File: src/qr_ade_pkg.sv
`timescale 1ns / 1ps
`default_nettype none

package qr_ade_pkg;

   localparam int DATA_CODEWORDS_DEF = 22;
   localparam int MAX_SYMBOLS_DEF    = 29;

   localparam int STORE_DEPTH = 32;
   localparam int ADDR_W      = 5;
   localparam int SYM_W       = 7;
   localparam int CNT_W       = 6;
   localparam int ACC_W       = 24;
   localparam int ACC_CNT_W   = 5;
   localparam int PROD_W      = 13;

   localparam logic [SYM_W-1:0] BAD_VALUE  = 7'd100;
   localparam logic [3:0]       MODE_ALNUM = 4'b0010;
   localparam logic [7:0]       PAD_BYTE_A = 8'hEC;
   localparam logic [7:0]       PAD_BYTE_B = 8'h11;
   localparam logic [PROD_W-1:0] PAIR_MULT = 13'd45;

   localparam logic [1:0] STATUS_OK   = 2'd0;
   localparam logic [1:0] STATUS_BAD  = 2'd1;
   localparam logic [1:0] STATUS_LONG = 2'd2;

   typedef struct packed {
      logic accept;
      logic rd_a;
      logic rd_b;
      logic app_hdr;
      logic app_pair;
      logic app_tail;
      logic app_term;
      logic emit_data;
      logic emit_err;
   } qr_ade_cmd_type;

   typedef struct packed {
      logic out_free;
      logic acc_full;
      logic pair_left;
      logic one_left;
      logic too_long;
      logic last_byte;
   } qr_ade_sts_type;

   function automatic logic [SYM_W-1:0] symbol_value(input logic [7:0] code);
      logic [7:0] u;
      logic [SYM_W-1:0] v;
      u = code;
      if (code >= 8'h61 && code <= 8'h7A) begin
         u = code - 8'd32;
      end
      if (u >= 8'h30 && u <= 8'h39) begin
         v = SYM_W'(u - 8'h30);
      end else if (u >= 8'h41 && u <= 8'h5A) begin
         v = SYM_W'(u - 8'd55);
      end else begin
         case (u)
            8'h20:   v = 7'd36;
            8'h24:   v = 7'd37;
            8'h25:   v = 7'd38;
            8'h2A:   v = 7'd39;
            8'h2B:   v = 7'd40;
            8'h2D:   v = 7'd41;
            8'h2E:   v = 7'd42;
            8'h2F:   v = 7'd43;
            8'h3A:   v = 7'd44;
            default: v = BAD_VALUE;
         endcase
      end
      return v;
   endfunction

endpackage

`default_nettype wire

File: src/qr_ade_dp.sv
`timescale 1ns / 1ps
`default_nettype none

module qr_ade_dp import qr_ade_pkg::*; #(
   parameter int DATA_CODEWORDS = DATA_CODEWORDS_DEF,
   parameter int MAX_SYMBOLS    = MAX_SYMBOLS_DEF
) (
   input  wire logic           clock,
   input  wire logic           reset,
   input  wire qr_ade_cmd_type cmd,
   output qr_ade_sts_type      sts,
   input  wire logic [7:0]     req_char_code,
   input  wire logic           req_last_char,
   input  wire logic           rsp_ready,
   output logic                rsp_valid,
   output logic [7:0]          rsp_codeword,
   output logic                rsp_last_codeword,
   output logic [1:0]          rsp_status
);

   localparam int BCNT_W = (DATA_CODEWORDS > 1) ? $clog2(DATA_CODEWORDS) : 1;

   logic [SYM_W-1:0] store_mem [STORE_DEPTH];
   logic [SYM_W-1:0] rd_data_ff;

   logic [CNT_W-1:0]     count_ff, count_in;
   logic                 bad_ff, bad_in;
   logic [CNT_W-1:0]     len_ff;
   logic [1:0]           status_ff;
   logic [CNT_W-1:0]     idx_ff;
   logic [PROD_W-1:0]    a45_ff;
   logic [ACC_W-1:0]     acc_ff;
   logic [ACC_CNT_W-1:0] acc_cnt_ff;
   logic [BCNT_W-1:0]    byte_cnt_ff;
   logic                 pad_sel_ff;

   logic                 rsp_valid_ff;
   logic [7:0]           rsp_codeword_ff;
   logic                 rsp_last_codeword_ff;
   logic [1:0]           rsp_status_ff;

   logic [SYM_W-1:0]  sym;
   logic              sym_bad;
   logic [PROD_W-1:0] pair_sum;
   logic [ACC_W-1:0]  field;
   logic [ADDR_W-1:0] rd_addr;
   logic              acc_full;
   logic              last_byte;
   logic [7:0]        data_byte;
   logic [CNT_W:0]    idx_ext;
   logic [CNT_W:0]    len_ext;

   assign sym      = symbol_value(req_char_code);
   assign sym_bad  = (sym == BAD_VALUE);
   assign count_in = (count_ff == {CNT_W{1'b1}}) ? count_ff : count_ff + 1'b1;
   assign bad_in   = bad_ff | sym_bad;

   assign idx_ext   = {1'b0, idx_ff};
   assign len_ext   = {1'b0, len_ff};
   assign acc_full  = (acc_cnt_ff >= ACC_CNT_W'(8));
   assign last_byte = (byte_cnt_ff == BCNT_W'(DATA_CODEWORDS - 1));
   assign pair_sum  = a45_ff + {{(PROD_W-SYM_W){1'b0}}, rd_data_ff};
   assign rd_addr   = cmd.rd_b ? ADDR_W'(idx_ff + 1'b1) : idx_ff[ADDR_W-1:0];
   assign data_byte = acc_full ? acc_ff[ACC_W-1 -: 8]
                               : (pad_sel_ff ? PAD_BYTE_B : PAD_BYTE_A);

   // Left-aligned field, shifted into place behind the bits already held.
   always_comb begin
      field = '0;
      if (cmd.app_hdr) begin
         field = {MODE_ALNUM, 3'b000, len_ff, 11'b0};
      end else if (cmd.app_pair) begin
         field = {pair_sum[10:0], 13'b0};
      end else if (cmd.app_tail) begin
         field = {rd_data_ff[5:0], 18'b0};
      end
   end

   always_comb begin
      sts.out_free  = !rsp_valid_ff || rsp_ready;
      sts.acc_full  = acc_full;
      sts.pair_left = (idx_ext + 1'b1) < len_ext;
      sts.one_left  = idx_ff < len_ff;
      sts.too_long  = count_in > CNT_W'(MAX_SYMBOLS);
      sts.last_byte = last_byte;
   end

   always_ff @(posedge clock) begin
      if (cmd.accept) begin
         store_mem[count_ff[ADDR_W-1:0]] <= sym;
      end
      if (cmd.rd_a || cmd.rd_b) begin
         rd_data_ff <= store_mem[rd_addr];
      end
   end

   always_ff @(posedge clock) begin
      if (reset) begin
         count_ff     <= '0;
         bad_ff       <= 1'b0;
         rsp_valid_ff <= 1'b0;
      end else begin
         if (cmd.accept) begin
            if (req_last_char) begin
               count_ff <= '0;
               bad_ff   <= 1'b0;
            end else begin
               count_ff <= count_in;
               bad_ff   <= bad_in;
            end
         end
         if (cmd.emit_data || cmd.emit_err) begin
            rsp_valid_ff <= 1'b1;
         end else if (rsp_ready) begin
            rsp_valid_ff <= 1'b0;
         end
      end
   end

   always_ff @(posedge clock) begin
      if (cmd.accept && req_last_char) begin
         len_ff      <= count_in;
         status_ff   <= bad_in ? STATUS_BAD : STATUS_OK;
         idx_ff      <= '0;
         acc_ff      <= '0;
         acc_cnt_ff  <= '0;
         byte_cnt_ff <= '0;
         pad_sel_ff  <= 1'b0;
      end
      if (cmd.rd_b) begin
         a45_ff <= PROD_W'(rd_data_ff) * PAIR_MULT;
      end
      if (cmd.app_hdr) begin
         acc_ff     <= acc_ff | field;
         acc_cnt_ff <= ACC_CNT_W'(13);
      end
      if (cmd.app_pair) begin
         acc_ff     <= acc_ff | (field >> acc_cnt_ff);
         acc_cnt_ff <= acc_cnt_ff + ACC_CNT_W'(11);
         idx_ff     <= idx_ff + CNT_W'(2);
      end
      if (cmd.app_tail) begin
         acc_ff     <= acc_ff | (field >> acc_cnt_ff);
         acc_cnt_ff <= acc_cnt_ff + ACC_CNT_W'(6);
      end
      if (cmd.app_term) begin
         // four terminator zeros, then zero fill up to the byte boundary
         acc_cnt_ff <= (acc_cnt_ff + ACC_CNT_W'(11)) & ~ACC_CNT_W'(7);
      end
      if (cmd.emit_data) begin
         byte_cnt_ff <= byte_cnt_ff + 1'b1;
         if (acc_full) begin
            acc_ff     <= acc_ff << 8;
            acc_cnt_ff <= acc_cnt_ff - ACC_CNT_W'(8);
         end else begin
            pad_sel_ff <= !pad_sel_ff;
         end
      end
      if (cmd.emit_data) begin
         rsp_codeword_ff      <= data_byte;
         rsp_last_codeword_ff <= last_byte;
         rsp_status_ff        <= status_ff;
      end else if (cmd.emit_err) begin
         rsp_codeword_ff      <= '0;
         rsp_last_codeword_ff <= 1'b1;
         rsp_status_ff        <= STATUS_LONG;
      end
   end

   assign rsp_valid         = rsp_valid_ff;
   assign rsp_codeword      = rsp_codeword_ff;
   assign rsp_last_codeword = rsp_last_codeword_ff;
   assign rsp_status        = rsp_status_ff;

endmodule

`default_nettype wire

File: src/qr_ade_ctrl.sv
`timescale 1ns / 1ps
`default_nettype none

module qr_ade_ctrl import qr_ade_pkg::*; (
   input  wire logic           clock,
   input  wire logic           reset,
   input  wire logic           req_valid,
   input  wire logic           req_last_char,
   output logic                req_ready,
   input  wire qr_ade_sts_type sts,
   output qr_ade_cmd_type      cmd
);

   typedef enum logic [3:0] {
      ST_IDLE,
      ST_ERR,
      ST_HDR,
      ST_SEL,
      ST_RDB,
      ST_PAIR,
      ST_TAIL,
      ST_TERM,
      ST_PAD
   } state_type;

   state_type state_ff, state_in;
   logic      drain;

   assign drain     = sts.acc_full && sts.out_free;
   assign req_ready = (state_ff == ST_IDLE);

   always_comb begin
      cmd      = '0;
      state_in = state_ff;
      case (state_ff)
         ST_IDLE: begin
            if (req_valid) begin
               cmd.accept = 1'b1;
               if (req_last_char) begin
                  state_in = sts.too_long ? ST_ERR : ST_HDR;
               end
            end
         end
         ST_ERR: begin
            if (sts.out_free) begin
               cmd.emit_err = 1'b1;
               state_in     = ST_IDLE;
            end
         end
         ST_HDR: begin
            cmd.app_hdr = 1'b1;
            state_in    = ST_SEL;
         end
         ST_SEL: begin
            // read the next symbol while earlier bytes drain out
            cmd.rd_a      = 1'b1;
            cmd.emit_data = drain;
            if (sts.pair_left) begin
               state_in = ST_RDB;
            end else if (sts.one_left) begin
               state_in = ST_TAIL;
            end else begin
               state_in = ST_TERM;
            end
         end
         ST_RDB: begin
            cmd.rd_b      = 1'b1;
            cmd.emit_data = drain;
            state_in      = ST_PAIR;
         end
         ST_PAIR: begin
            if (sts.acc_full) begin
               cmd.emit_data = sts.out_free;
            end else begin
               cmd.app_pair = 1'b1;
               state_in     = ST_SEL;
            end
         end
         ST_TAIL: begin
            if (sts.acc_full) begin
               cmd.emit_data = sts.out_free;
            end else begin
               cmd.app_tail = 1'b1;
               state_in     = ST_TERM;
            end
         end
         ST_TERM: begin
            if (sts.acc_full) begin
               cmd.emit_data = sts.out_free;
            end else begin
               cmd.app_term = 1'b1;
               state_in     = ST_PAD;
            end
         end
         ST_PAD: begin
            cmd.emit_data = sts.out_free;
         end
         default: begin
            state_in = ST_IDLE;
         end
      endcase
      // the final codeword ends the message whatever is still pending
      if (cmd.emit_data && sts.last_byte) begin
         state_in = ST_IDLE;
      end
   end

   always_ff @(posedge clock) begin
      if (reset) begin
         state_ff <= ST_IDLE;
      end else begin
         state_ff <= state_in;
      end
   end

endmodule

`default_nettype wire

File: src/qr_alphanumeric_data_encoder.sv
// Channel   Ports                                         Direction  Transaction
// req       req_valid/req_ready, req_char_code,           in         one message character
//           req_last_char
// rsp       rsp_valid/rsp_ready, rsp_codeword,            out        one data codeword
//           rsp_last_codeword, rsp_status
//
// Characters are taken one per cycle while the block is idle.
// After the last character the codewords come out of a 24-bit bit accumulator
// fed from the single read port of the 32-entry symbol store: each character pair
// takes two reads and one append, and full bytes drain while pairs are read; an
// overlong message gives one result. Synchronous active-high reset; an rsp stall
// holds the remaining codewords, and the next append once the accumulator holds a
// full byte, until the output register frees up.
`timescale 1ns / 1ps
`default_nettype none

module qr_alphanumeric_data_encoder import qr_ade_pkg::*; #(
   parameter int DATA_CODEWORDS = DATA_CODEWORDS_DEF,
   parameter int MAX_SYMBOLS    = MAX_SYMBOLS_DEF
) (
   input  wire logic       clock,
   input  wire logic       reset,
   input  wire logic       req_valid,
   output logic            req_ready,
   input  wire logic [7:0] req_char_code,
   input  wire logic       req_last_char,
   output logic            rsp_valid,
   input  wire logic       rsp_ready,
   output logic [7:0]      rsp_codeword,
   output logic            rsp_last_codeword,
   output logic [1:0]      rsp_status
);

   qr_ade_cmd_type cmd;
   qr_ade_sts_type sts;

   qr_ade_ctrl u_ctrl (
      .clock         (clock),
      .reset         (reset),
      .req_valid     (req_valid),
      .req_last_char (req_last_char),
      .req_ready     (req_ready),
      .sts           (sts),
      .cmd           (cmd)
   );

   qr_ade_dp #(
      .DATA_CODEWORDS (DATA_CODEWORDS),
      .MAX_SYMBOLS    (MAX_SYMBOLS)
   ) u_dp (
      .clock             (clock),
      .reset             (reset),
      .cmd               (cmd),
      .sts               (sts),
      .req_char_code     (req_char_code),
      .req_last_char     (req_last_char),
      .rsp_ready         (rsp_ready),
      .rsp_valid         (rsp_valid),
      .rsp_codeword      (rsp_codeword),
      .rsp_last_codeword (rsp_last_codeword),
      .rsp_status        (rsp_status)
   );

endmodule

`default_nettype wire

File: config.mk
export PLATFORM = sky130hd
export DESIGN_NAME = qr_alphanumeric_data_encoder
export DESIGN_NICKNAME = d
export VERILOG_FILES = /design/src/qr_ade_pkg.sv /design/src/qr_ade_dp.sv /design/src/qr_ade_ctrl.sv /design/src/qr_alphanumeric_data_encoder.sv
export SDC_FILE = /design/constraint.sdc
export NUM_CORES = 1
export LEC_CHECK = 0
export BUFFER_PORTS_ARGS = -buffer_cell sky130_fd_sc_hd__clkbuf_2
export CORE_ASPECT_RATIO = 0.75
export CORE_UTILIZATION = 44
export DETAILED_ROUTE_END_ITERATION = 8
export GPL_ROUTABILITY_DRIVEN = 0
export HOLD_SLACK_MARGIN = 0.06
export SKIP_CTS_REPAIR_TIMING = 1
export SKIP_LAST_GASP = 1
export SLEW_MARGIN = 5
export SYNTH_ARGS = -nofsm -noshare
export SYNTH_HDL_FRONTEND = slang
export SYNTH_SLANG_ARGS = --single-unit
File: constraint.sdc
create_clock -name clock -period 6.2 [get_ports clock]
set_input_delay 0.93 -clock clock [delete_from_list [all_inputs] [get_ports clock]]
set_output_delay 0.93 -clock clock [all_outputs]
set_load 0.03 [all_outputs]
==> results of run 1 <==
==> through the flow <==
stage               power (µW)  std cells  setup WS, ns
floorplan                 2820       1201         0.845
global placement          2990       1634          1.12
detailed placement        2990       1634          1.01
CTS                       4880       1692          1.62
global route              5030       1692          1.20
finish                    4860       1692          1.58
==> state kept, by name (all words and copies together), names as in the netlist, 2 cells and up <==
signal	flops
u_dp.store_mem	224
u_dp.acc_ff	24
u_dp.a45_ff	11
u_dp.rsp_codeword	8
u_dp.rd_data_ff	7
u_dp.count_ff	6
u_dp.len_ff	6
u_dp.acc_cnt_ff	5
u_dp.byte_cnt_ff	5
u_dp.idx_ff	5
u_ctrl.state_ff	4
u_dp.rsp_status	2
==> metal layers <==
layer,vias up,global-route usage,part of all wire
met5,-,0,0
met1,5096,0.342,0.49
met3,36,0.0498,0.088
met4,0,0.0367,0.013
li1,4682,-,-
met2,395,0.281,0.41
==> how the worst max path moves through the flow <==
| stage | cells past startpoint | to |
|---|---|---|
| after CTS | 17 | u_dp.bad_ff$_SDFFE_PP0P_ |
| final | 17 | u_dp.bad_ff$_SDFFE_PP0P_ |
| after global placement | 17 | u_dp.bad_ff$_SDFFE_PP0P_ |
| after global routing | 17 | u_dp.bad_ff$_SDFFE_PP0P_ |
| after floorplan | 15 | u_dp.status_ff[0]$_DFFE_PP_ |
| after detailed placement | 17 | u_dp.bad_ff$_SDFFE_PP0P_ |
==> worst reg2reg max path, delay by kind of cell, from the launching register on <==
family / cells / cell delay, ns
and+or+nand+nor: 4 / 1.28
AOI/OAI and AO/OA: 3 / 1.48
adders and majority gates: 1 / 0.30
buffers and inverters: 1 / 0.39
DFF: 1 / 0.61
==> placed cells by master (no fill, tap or decap), types with 7 or more instances in the layout <==
| cell type | instances |
|---|---|
| fa_1 | 9 |
| nand2b_1 | 10 |
| inv_1 | 70 |
| nand2_1 | 65 |
| nor3_1 | 15 |
| nor4_1 | 7 |
| a21oi_1 | 65 |
| ha_1 | 54 |
| mux4_2 | 70 |
| nor2b_1 | 7 |
| o21a_1 | 7 |
| xnor2_1 | 13 |
| nand4_1 | 9 |
| a211oi_1 | 12 |
| o211ai_1 | 13 |
| o31ai_1 | 7 |
| a21o_1 | 17 |
| and3_1 | 10 |
| nor2_1 | 108 |
| clkbuf_2 | 25 |
| xor2_1 | 10 |
| o31a_1 | 7 |
| o21ai_0 | 43 |
| mux2_2 | 12 |
| clkbuf_16 | 31 |
| clkinv_1 | 7 |
| a22oi_1 | 13 |
| nand3_1 | 25 |
| and2_1 | 7 |
| dfxtp_1 | 39 |
| a221oi_1 | 8 |
| buf_4 | 18 |
| a31oi_1 | 13 |
| edfxtp_1 | 273 |
==> power groups by stage <==
stage	clock [µW]	combinational, µW	sequential [µW]
after global placement	0	562	2430
after global routing	2000	638	2390
after CTS	1930	570	2380
after floorplan	0	413	2400
after detailed placement	0	567	2430
final	1890	583	2390
==> cells by family (layout without fill, tap and decap cells) <==
family,Yosys count,in the layout,synth area share
mux,88,88,0.113
xor+xnor,23,23,0.0128
flops,312,312,0.572
simple gates,300,300,0.0917
fa+ha+maj,63,63,0.0546
compound gates,276,276,0.121
buf+inv,139,173,0.0342
==> final cells by class <==
| cell class | count | area (µm²) | share of cell area |
|---|---|---|---|
| sequential | 312 | 8980 | 0.517 |
| multi-input combinational | 750 | 6240 | 0.360 |
| clock buffer | 37 | 798 | 0.0460 |
| tap | 457 | 572 | 0.0329 |
| timing repair buffer | 44 | 280 | 0.0162 |
| inverter | 71 | 267 | 0.0154 |
| clock inverter | 21 | 218 | 0.0125 |
==> results.sh, run 1 <==
export IMPL_design_area_um2=17400
export IMPL_worstPathMaxFanout=18
export IMPL_clock_skew_ns=0.0232
export IMPL_r2r_start="u_dp.acc_cnt_ff[3]$_DFF_P_"
export IMPL_dp_hpwl_um=25200
export IMPL_whs_endpoint="u_dp.acc_ff[16]$_DFF_P_"
export IMPL_worst_pin_slew_ns=1.30
export IMPL_power_internal_uw=3620
export IMPL_start_util=0.449
export IMPL_antenna_found_initial=0
export IMPL_pwr_share_clk=0.389
export IMPL_grt_pass1_vias=9546
export IMPL_die_area_um2=36400
export IMPL_drive_gt1_frac=0.162
export IMPL_synth_largest_area_cell="edfxtp_1"
export IMPL_path_buf_inv=4
export IMPL_ys_types=77
export IMPL_crit_path_max_incr_delay_ns=0.58
export IMPL_ys_top_cells_by_count="273 x edfxtp_1, 109 x nor2_1, 70 x inv_1, 70 x mux4_2"
export IMPL_share_seq_of_total_power=0.491
export IMPL_status="completed"
export IMPL_rsz0062_at_grt="false"
export IMPL_cts_htree_levels=1
export IMPL_p_sw_uw=1240
export IMPL_r2r_end="u_dp.acc_ff[0]$_DFF_P_"
export IMPL_fmax_mhz=216
export IMPL_vdd_drop_max_mv=0.190
export IMPL_vias_per_cell=6.03
export IMPL_cts_sinks=312
export IMPL_syn_cell_area_um2=15700
export IMPL_num_vias=10209
export IMPL_setup_tns_ns=0
export IMPL_period_share=0.746
export IMPL_ff2ff_setup_slack_ns=2.06
export IMPL_synthFlopType="edfxtp_1"
export IMPL_die_y_um=166
export IMPL_num_rows=59
export IMPL_cts_tree="yes"
export IMPL_holdWs_ns=0.479
export IMPL_fin_util=0.497
export IMPL_yosys_register_bits=312
export IMPL_drv_slew=0
export IMPL_place_area_um2=16300
export IMPL_synth_cells=1201
export IMPL_critPathCaptureType="flip-flop"
export IMPL_worstSetupPathType="input port to flip-flop"
export IMPL_p_leak_uw=0.00592
export IMPL_grt_overflow_total=0
export IMPL_synth_area_per_cell_um2=13.1
export IMPL_cts_buffers=31
export IMPL_cap_violations=0
export IMPL_grt_max_degree=68
export IMPL_worstPathCellList="clkbuf_2 > inv_1 > ha_1 > or4b_1 > nor2_1 > o31ai_1 > inv_1 > ha_1 > or4_1 > nor3_1 > o311ai_0 > a21o_1 > o221ai_1 > o21a_1 > buf_4 > nor4_1 > a22o_1"
export IMPL_finalSetupViolCount=0
export IMPL_synth_top_cell_area_share=0.523
export IMPL_arrival_ns=5.10
export IMPL_wire_per_inst_um=22.1
export IMPL_core_um2=34900
export IMPL_wl_um=37400
export IMPL_synth_area_leaders="edfxtp_1 52%, mux4_2 10%, dfxtp_1 5.0%"
export IMPL_synth_most_common_cell="edfxtp_1"
export IMPL_clk_pin_slew_ns=0.07
export IMPL_synth_warnings=0
export IMPL_synthArstFlopShare=0
export IMPL_fillers=2976
export IMPL_power_density_nw_per_um2=280
export IMPL_worstSkewPairLatency_ns=0.58
export IMPL_root_buffer="clkbuf_16"
export IMPL_slowest_stage="o21a_1"
export IMPL_cp_start_kind="input port"
export IMPL_crit_family="compound AO/OA/AOI/OAI gates"
export IMPL_cp_required_ns=6.68
export IMPL_dr_pass1_iters=6
export IMPL_diodes=0
export IMPL_hold_viol=0
export IMPL_areaGrowthSynthToFinish_pct=10.6
export IMPL_clock_path_buffers=3
export IMPL_crit_start="req_char_code[1]"
export IMPL_pin_count=26
export IMPL_worstHoldPathCells=2
export IMPL_drt_iter0_drc=1095
export IMPL_synth_edff_count=273
export IMPL_reg2regPathDepth=9
export IMPL_swShare=0.255
export IMPL_slew_headroom=0.133
export IMPL_nNetsFinal=1286
export IMPL_period_minus_slack_ns=4.62
export IMPL_grt_usage=0.210
export IMPL_hp_start="u_dp.acc_ff[8]$_DFF_P_"
export IMPL_drc=0
export IMPL_p_comb_frac=0.120
export IMPL_port_buffers=25
export IMPL_dieWidth_um=220
export IMPL_seq_area_frac_synth=0.572
export IMPL_grt_first_pass_wirelength_um=57800
export IMPL_final_antenna_net_count=0
export IMPL_syn_nets=1277
export IMPL_hp_class="flip-flop to flip-flop"
Power figures use the tool's default switching activity.
==> inputs of run 2 (changes only) <==
==> constraint.sdc (replaced) <==
create_clock -name clock -period 4.4 [get_ports clock]
set_input_delay 0.66 -clock clock [delete_from_list [all_inputs] [get_ports clock]]
set_output_delay 0.66 -clock clock [all_outputs]
set_load 0.03 [all_outputs]
==> run 2 against run 1 <==
  * Sequential share of layout area is 1.1 points lower
  * Clock skew shrank 0.011 ns
  * Register-to-register slack worse by 1.3 ns
  * Die area is the same
  * Critical path depth down 2
  * Non-clock buffer count rose by 38
  * Count of clock-buffer cells in the layout rose by 9
  * Utilization is 1.1 points higher
  * Critical path type unchanged
  * Largest power group unchanged
==> results.sh, run 2 (synthesis gave the netlist of run 1 again) <==
export IMPL_p_comb_frac=0.122
export IMPL_die_area_um2=36400
export IMPL_cap_violations=0
export IMPL_grt_usage=0.220
export IMPL_swShare=0.249
export IMPL_diodes=0
export IMPL_worst_pin_slew_ns=1.18
export IMPL_power_internal_uw=5270
export IMPL_antenna_found_initial=0
export IMPL_worstSetupPathType="input port to flip-flop"
export IMPL_cp_required_ns=4.55
export IMPL_num_rows=59
export IMPL_pwr_share_clk=0.402
export IMPL_grt_first_pass_wirelength_um=59300
export IMPL_worstPathMaxFanout=32
export IMPL_p_sw_uw=1750
export IMPL_crit_path_max_incr_delay_ns=0.50
export IMPL_final_antenna_net_count=0
export IMPL_clk_pin_slew_ns=0.06
export IMPL_wl_um=39200
export IMPL_start_util=0.449
export IMPL_layout_common_cells="273 x edfxtp_1, 108 x nor2_1, 70 x inv_1, 70 x mux4_2"
export IMPL_worstSkewPairLatency_ns=0.52
export IMPL_wire_per_inst_um=22.7
export IMPL_drv_slew=0
export IMPL_cts_tree="yes"
export IMPL_share_seq_of_total_power=0.475
export IMPL_grt_max_degree=68
export IMPL_cts_buffers=34
export IMPL_slowest_stage="o31ai_1"
export IMPL_cts_sinks=312
export IMPL_worstPathCellList="clkbuf_2 > inv_1 > ha_1 > or4b_1 > nor2_1 > o31ai_1 > inv_1 > ha_1 > or4_1 > nor3_1 > o311ai_0 > a21o_1 > o21ai_0 > nand2_1 > o21ai_2"
export IMPL_finalSetupViolCount=0
export IMPL_core_um2=34900
export IMPL_port_buffers=25
export IMPL_areaGrowthSynthToFinish_pct=13.1
export IMPL_final_common_cell="edfxtp_1"
export IMPL_arrival_ns=3.94
export IMPL_period_share=0.862
export IMPL_grt_overflow_total=0
export IMPL_die_y_um=166
export IMPL_power_density_nw_per_um2=396
export IMPL_status="completed"
export IMPL_root_buffer="clkbuf_16"
export IMPL_hp_class="input port to flip-flop"
export IMPL_cp_start_kind="input port"
export IMPL_vias_per_cell=6.06
export IMPL_drc=0
export IMPL_dr_pass1_iters=8
export IMPL_period_minus_slack_ns=3.79
export IMPL_cts_htree_levels=2
export IMPL_fmax_mhz=264
export IMPL_dieWidth_um=220
export IMPL_dp_hpwl_um=26500
export IMPL_p_leak_uw=0.00615
export IMPL_setup_tns_ns=0
export IMPL_nNetsFinal=1327
export IMPL_clock_skew_ns=0.0126
export IMPL_hold_viol=0
export IMPL_rsz0062_at_grt="false"
export IMPL_clock_path_buffers=3
export IMPL_largest_register_ffs=224
export IMPL_slew_headroom=0.204
export IMPL_crit_family="compound AO/OA/AOI/OAI gates"
export IMPL_fillers=2944
export IMPL_grt_pass1_vias=9636
export IMPL_critPathCaptureType="flip-flop"
export IMPL_vdd_drop_max_mv=0.276
export IMPL_drt_iter0_drc=1162
export IMPL_path_buf_inv=3
export IMPL_drive_gt1_frac=0.188
export IMPL_pin_count=26
export IMPL_power_total_uw=7020
export IMPL_num_vias=10504
==> run 2: cell types whose count changed in the layout (fill, tap and decap cells not counted) <==
cell	delta
inv_8	-1
clkbuf_16	+6
clkbuf_8	+2
clkinv_2	-3
bufinv_16	-2
buf_4	+37
inv_6	-1
clkbuf_2	+1
buf_12	+1
==> run 2: cell type report <==
type | count | area (µm²) | share of cell area
flip-flops and latches | 312 | 8980 | 0.506
clock buffers | 46 | 981 | 0.0553
inverters | 71 | 267 | 0.0150
repair buffers | 82 | 578 | 0.0326
clock inverters | 14 | 123 | 0.00691
multi-input cells | 750 | 6240 | 0.352
well taps | 457 | 572 | 0.0322
==> run 2: worst reg2reg max path, cell delays in order, from the launching register on <==
cell and delay, ns:
edfxtp_1 0.32, buf_4 0.14, ha_1 0.21, inv_1 0.07, fa_1 0.41, nor2b_1 0.33
o21ai_0 0.23, a211oi_1 0.28, xor2_1 0.37, a21oi_1 0.16, o311ai_1 0.64, nand3_1 0.15
a211oi_1 0.28
==> run 2: metrics by stage <==
step,cells,worst slack (ns),area [µm²],utilization,hold slack [ns]
4_1_cts,1732,0.646,17700,0.508,0.425
5_1_grt,1732,0.292,17700,0.508,0.440
3_3_place_gp,1672,0.173,16600,0.476,0.444
6_report,1732,0.609,17700,0.508,0.440
2_1_floorplan,1201,0.0706,15700,-,0.426
3_5_place_dp,1672,0.131,16600,0.476,0.457
==> run 2: routing by layer <==
layer / global-route usage / up-vias / wire [µm]
met2: 0.304 / 489 / 16300
met5: 0 / - / 0
met1: 0.359 / 5214 / 19100
met3: 0.0324 / 45 / 3190
li1: - / 4756 / -
met4: 0.0517 / 0 / 608
==> run 2: worst paths after layout <==
path,start,end,slack [ns],cells after the start
worst max-delay path,req_char_code[1],u_dp.store_mem[3][4]$_DFFE_PP_,0.61,15
worst min-delay path,reset,u_dp.rsp_valid$_SDFFE_PP0P_,0.44,2
worst max register to register,u_dp.rd_data_ff[0]$_DFFE_PN_,u_dp.acc_ff[0]$_DFF_P_,0.74,12
worst min register to register,u_dp.acc_ff[12]$_DFF_P_,u_dp.acc_ff[20]$_DFF_P_,0.47,2
==> run 2: power groups by stage <==
stage / registers [µW] / clock network, µW / logic [µW]
after global routing: 3340 / 2990 / 936
final: 3340 / 2820 / 859
after floorplan: 3390 / 0 / 584
after CTS: 3340 / 2880 / 841
after detailed placement: 3400 / 0 / 836
after global placement: 3400 / 0 / 833
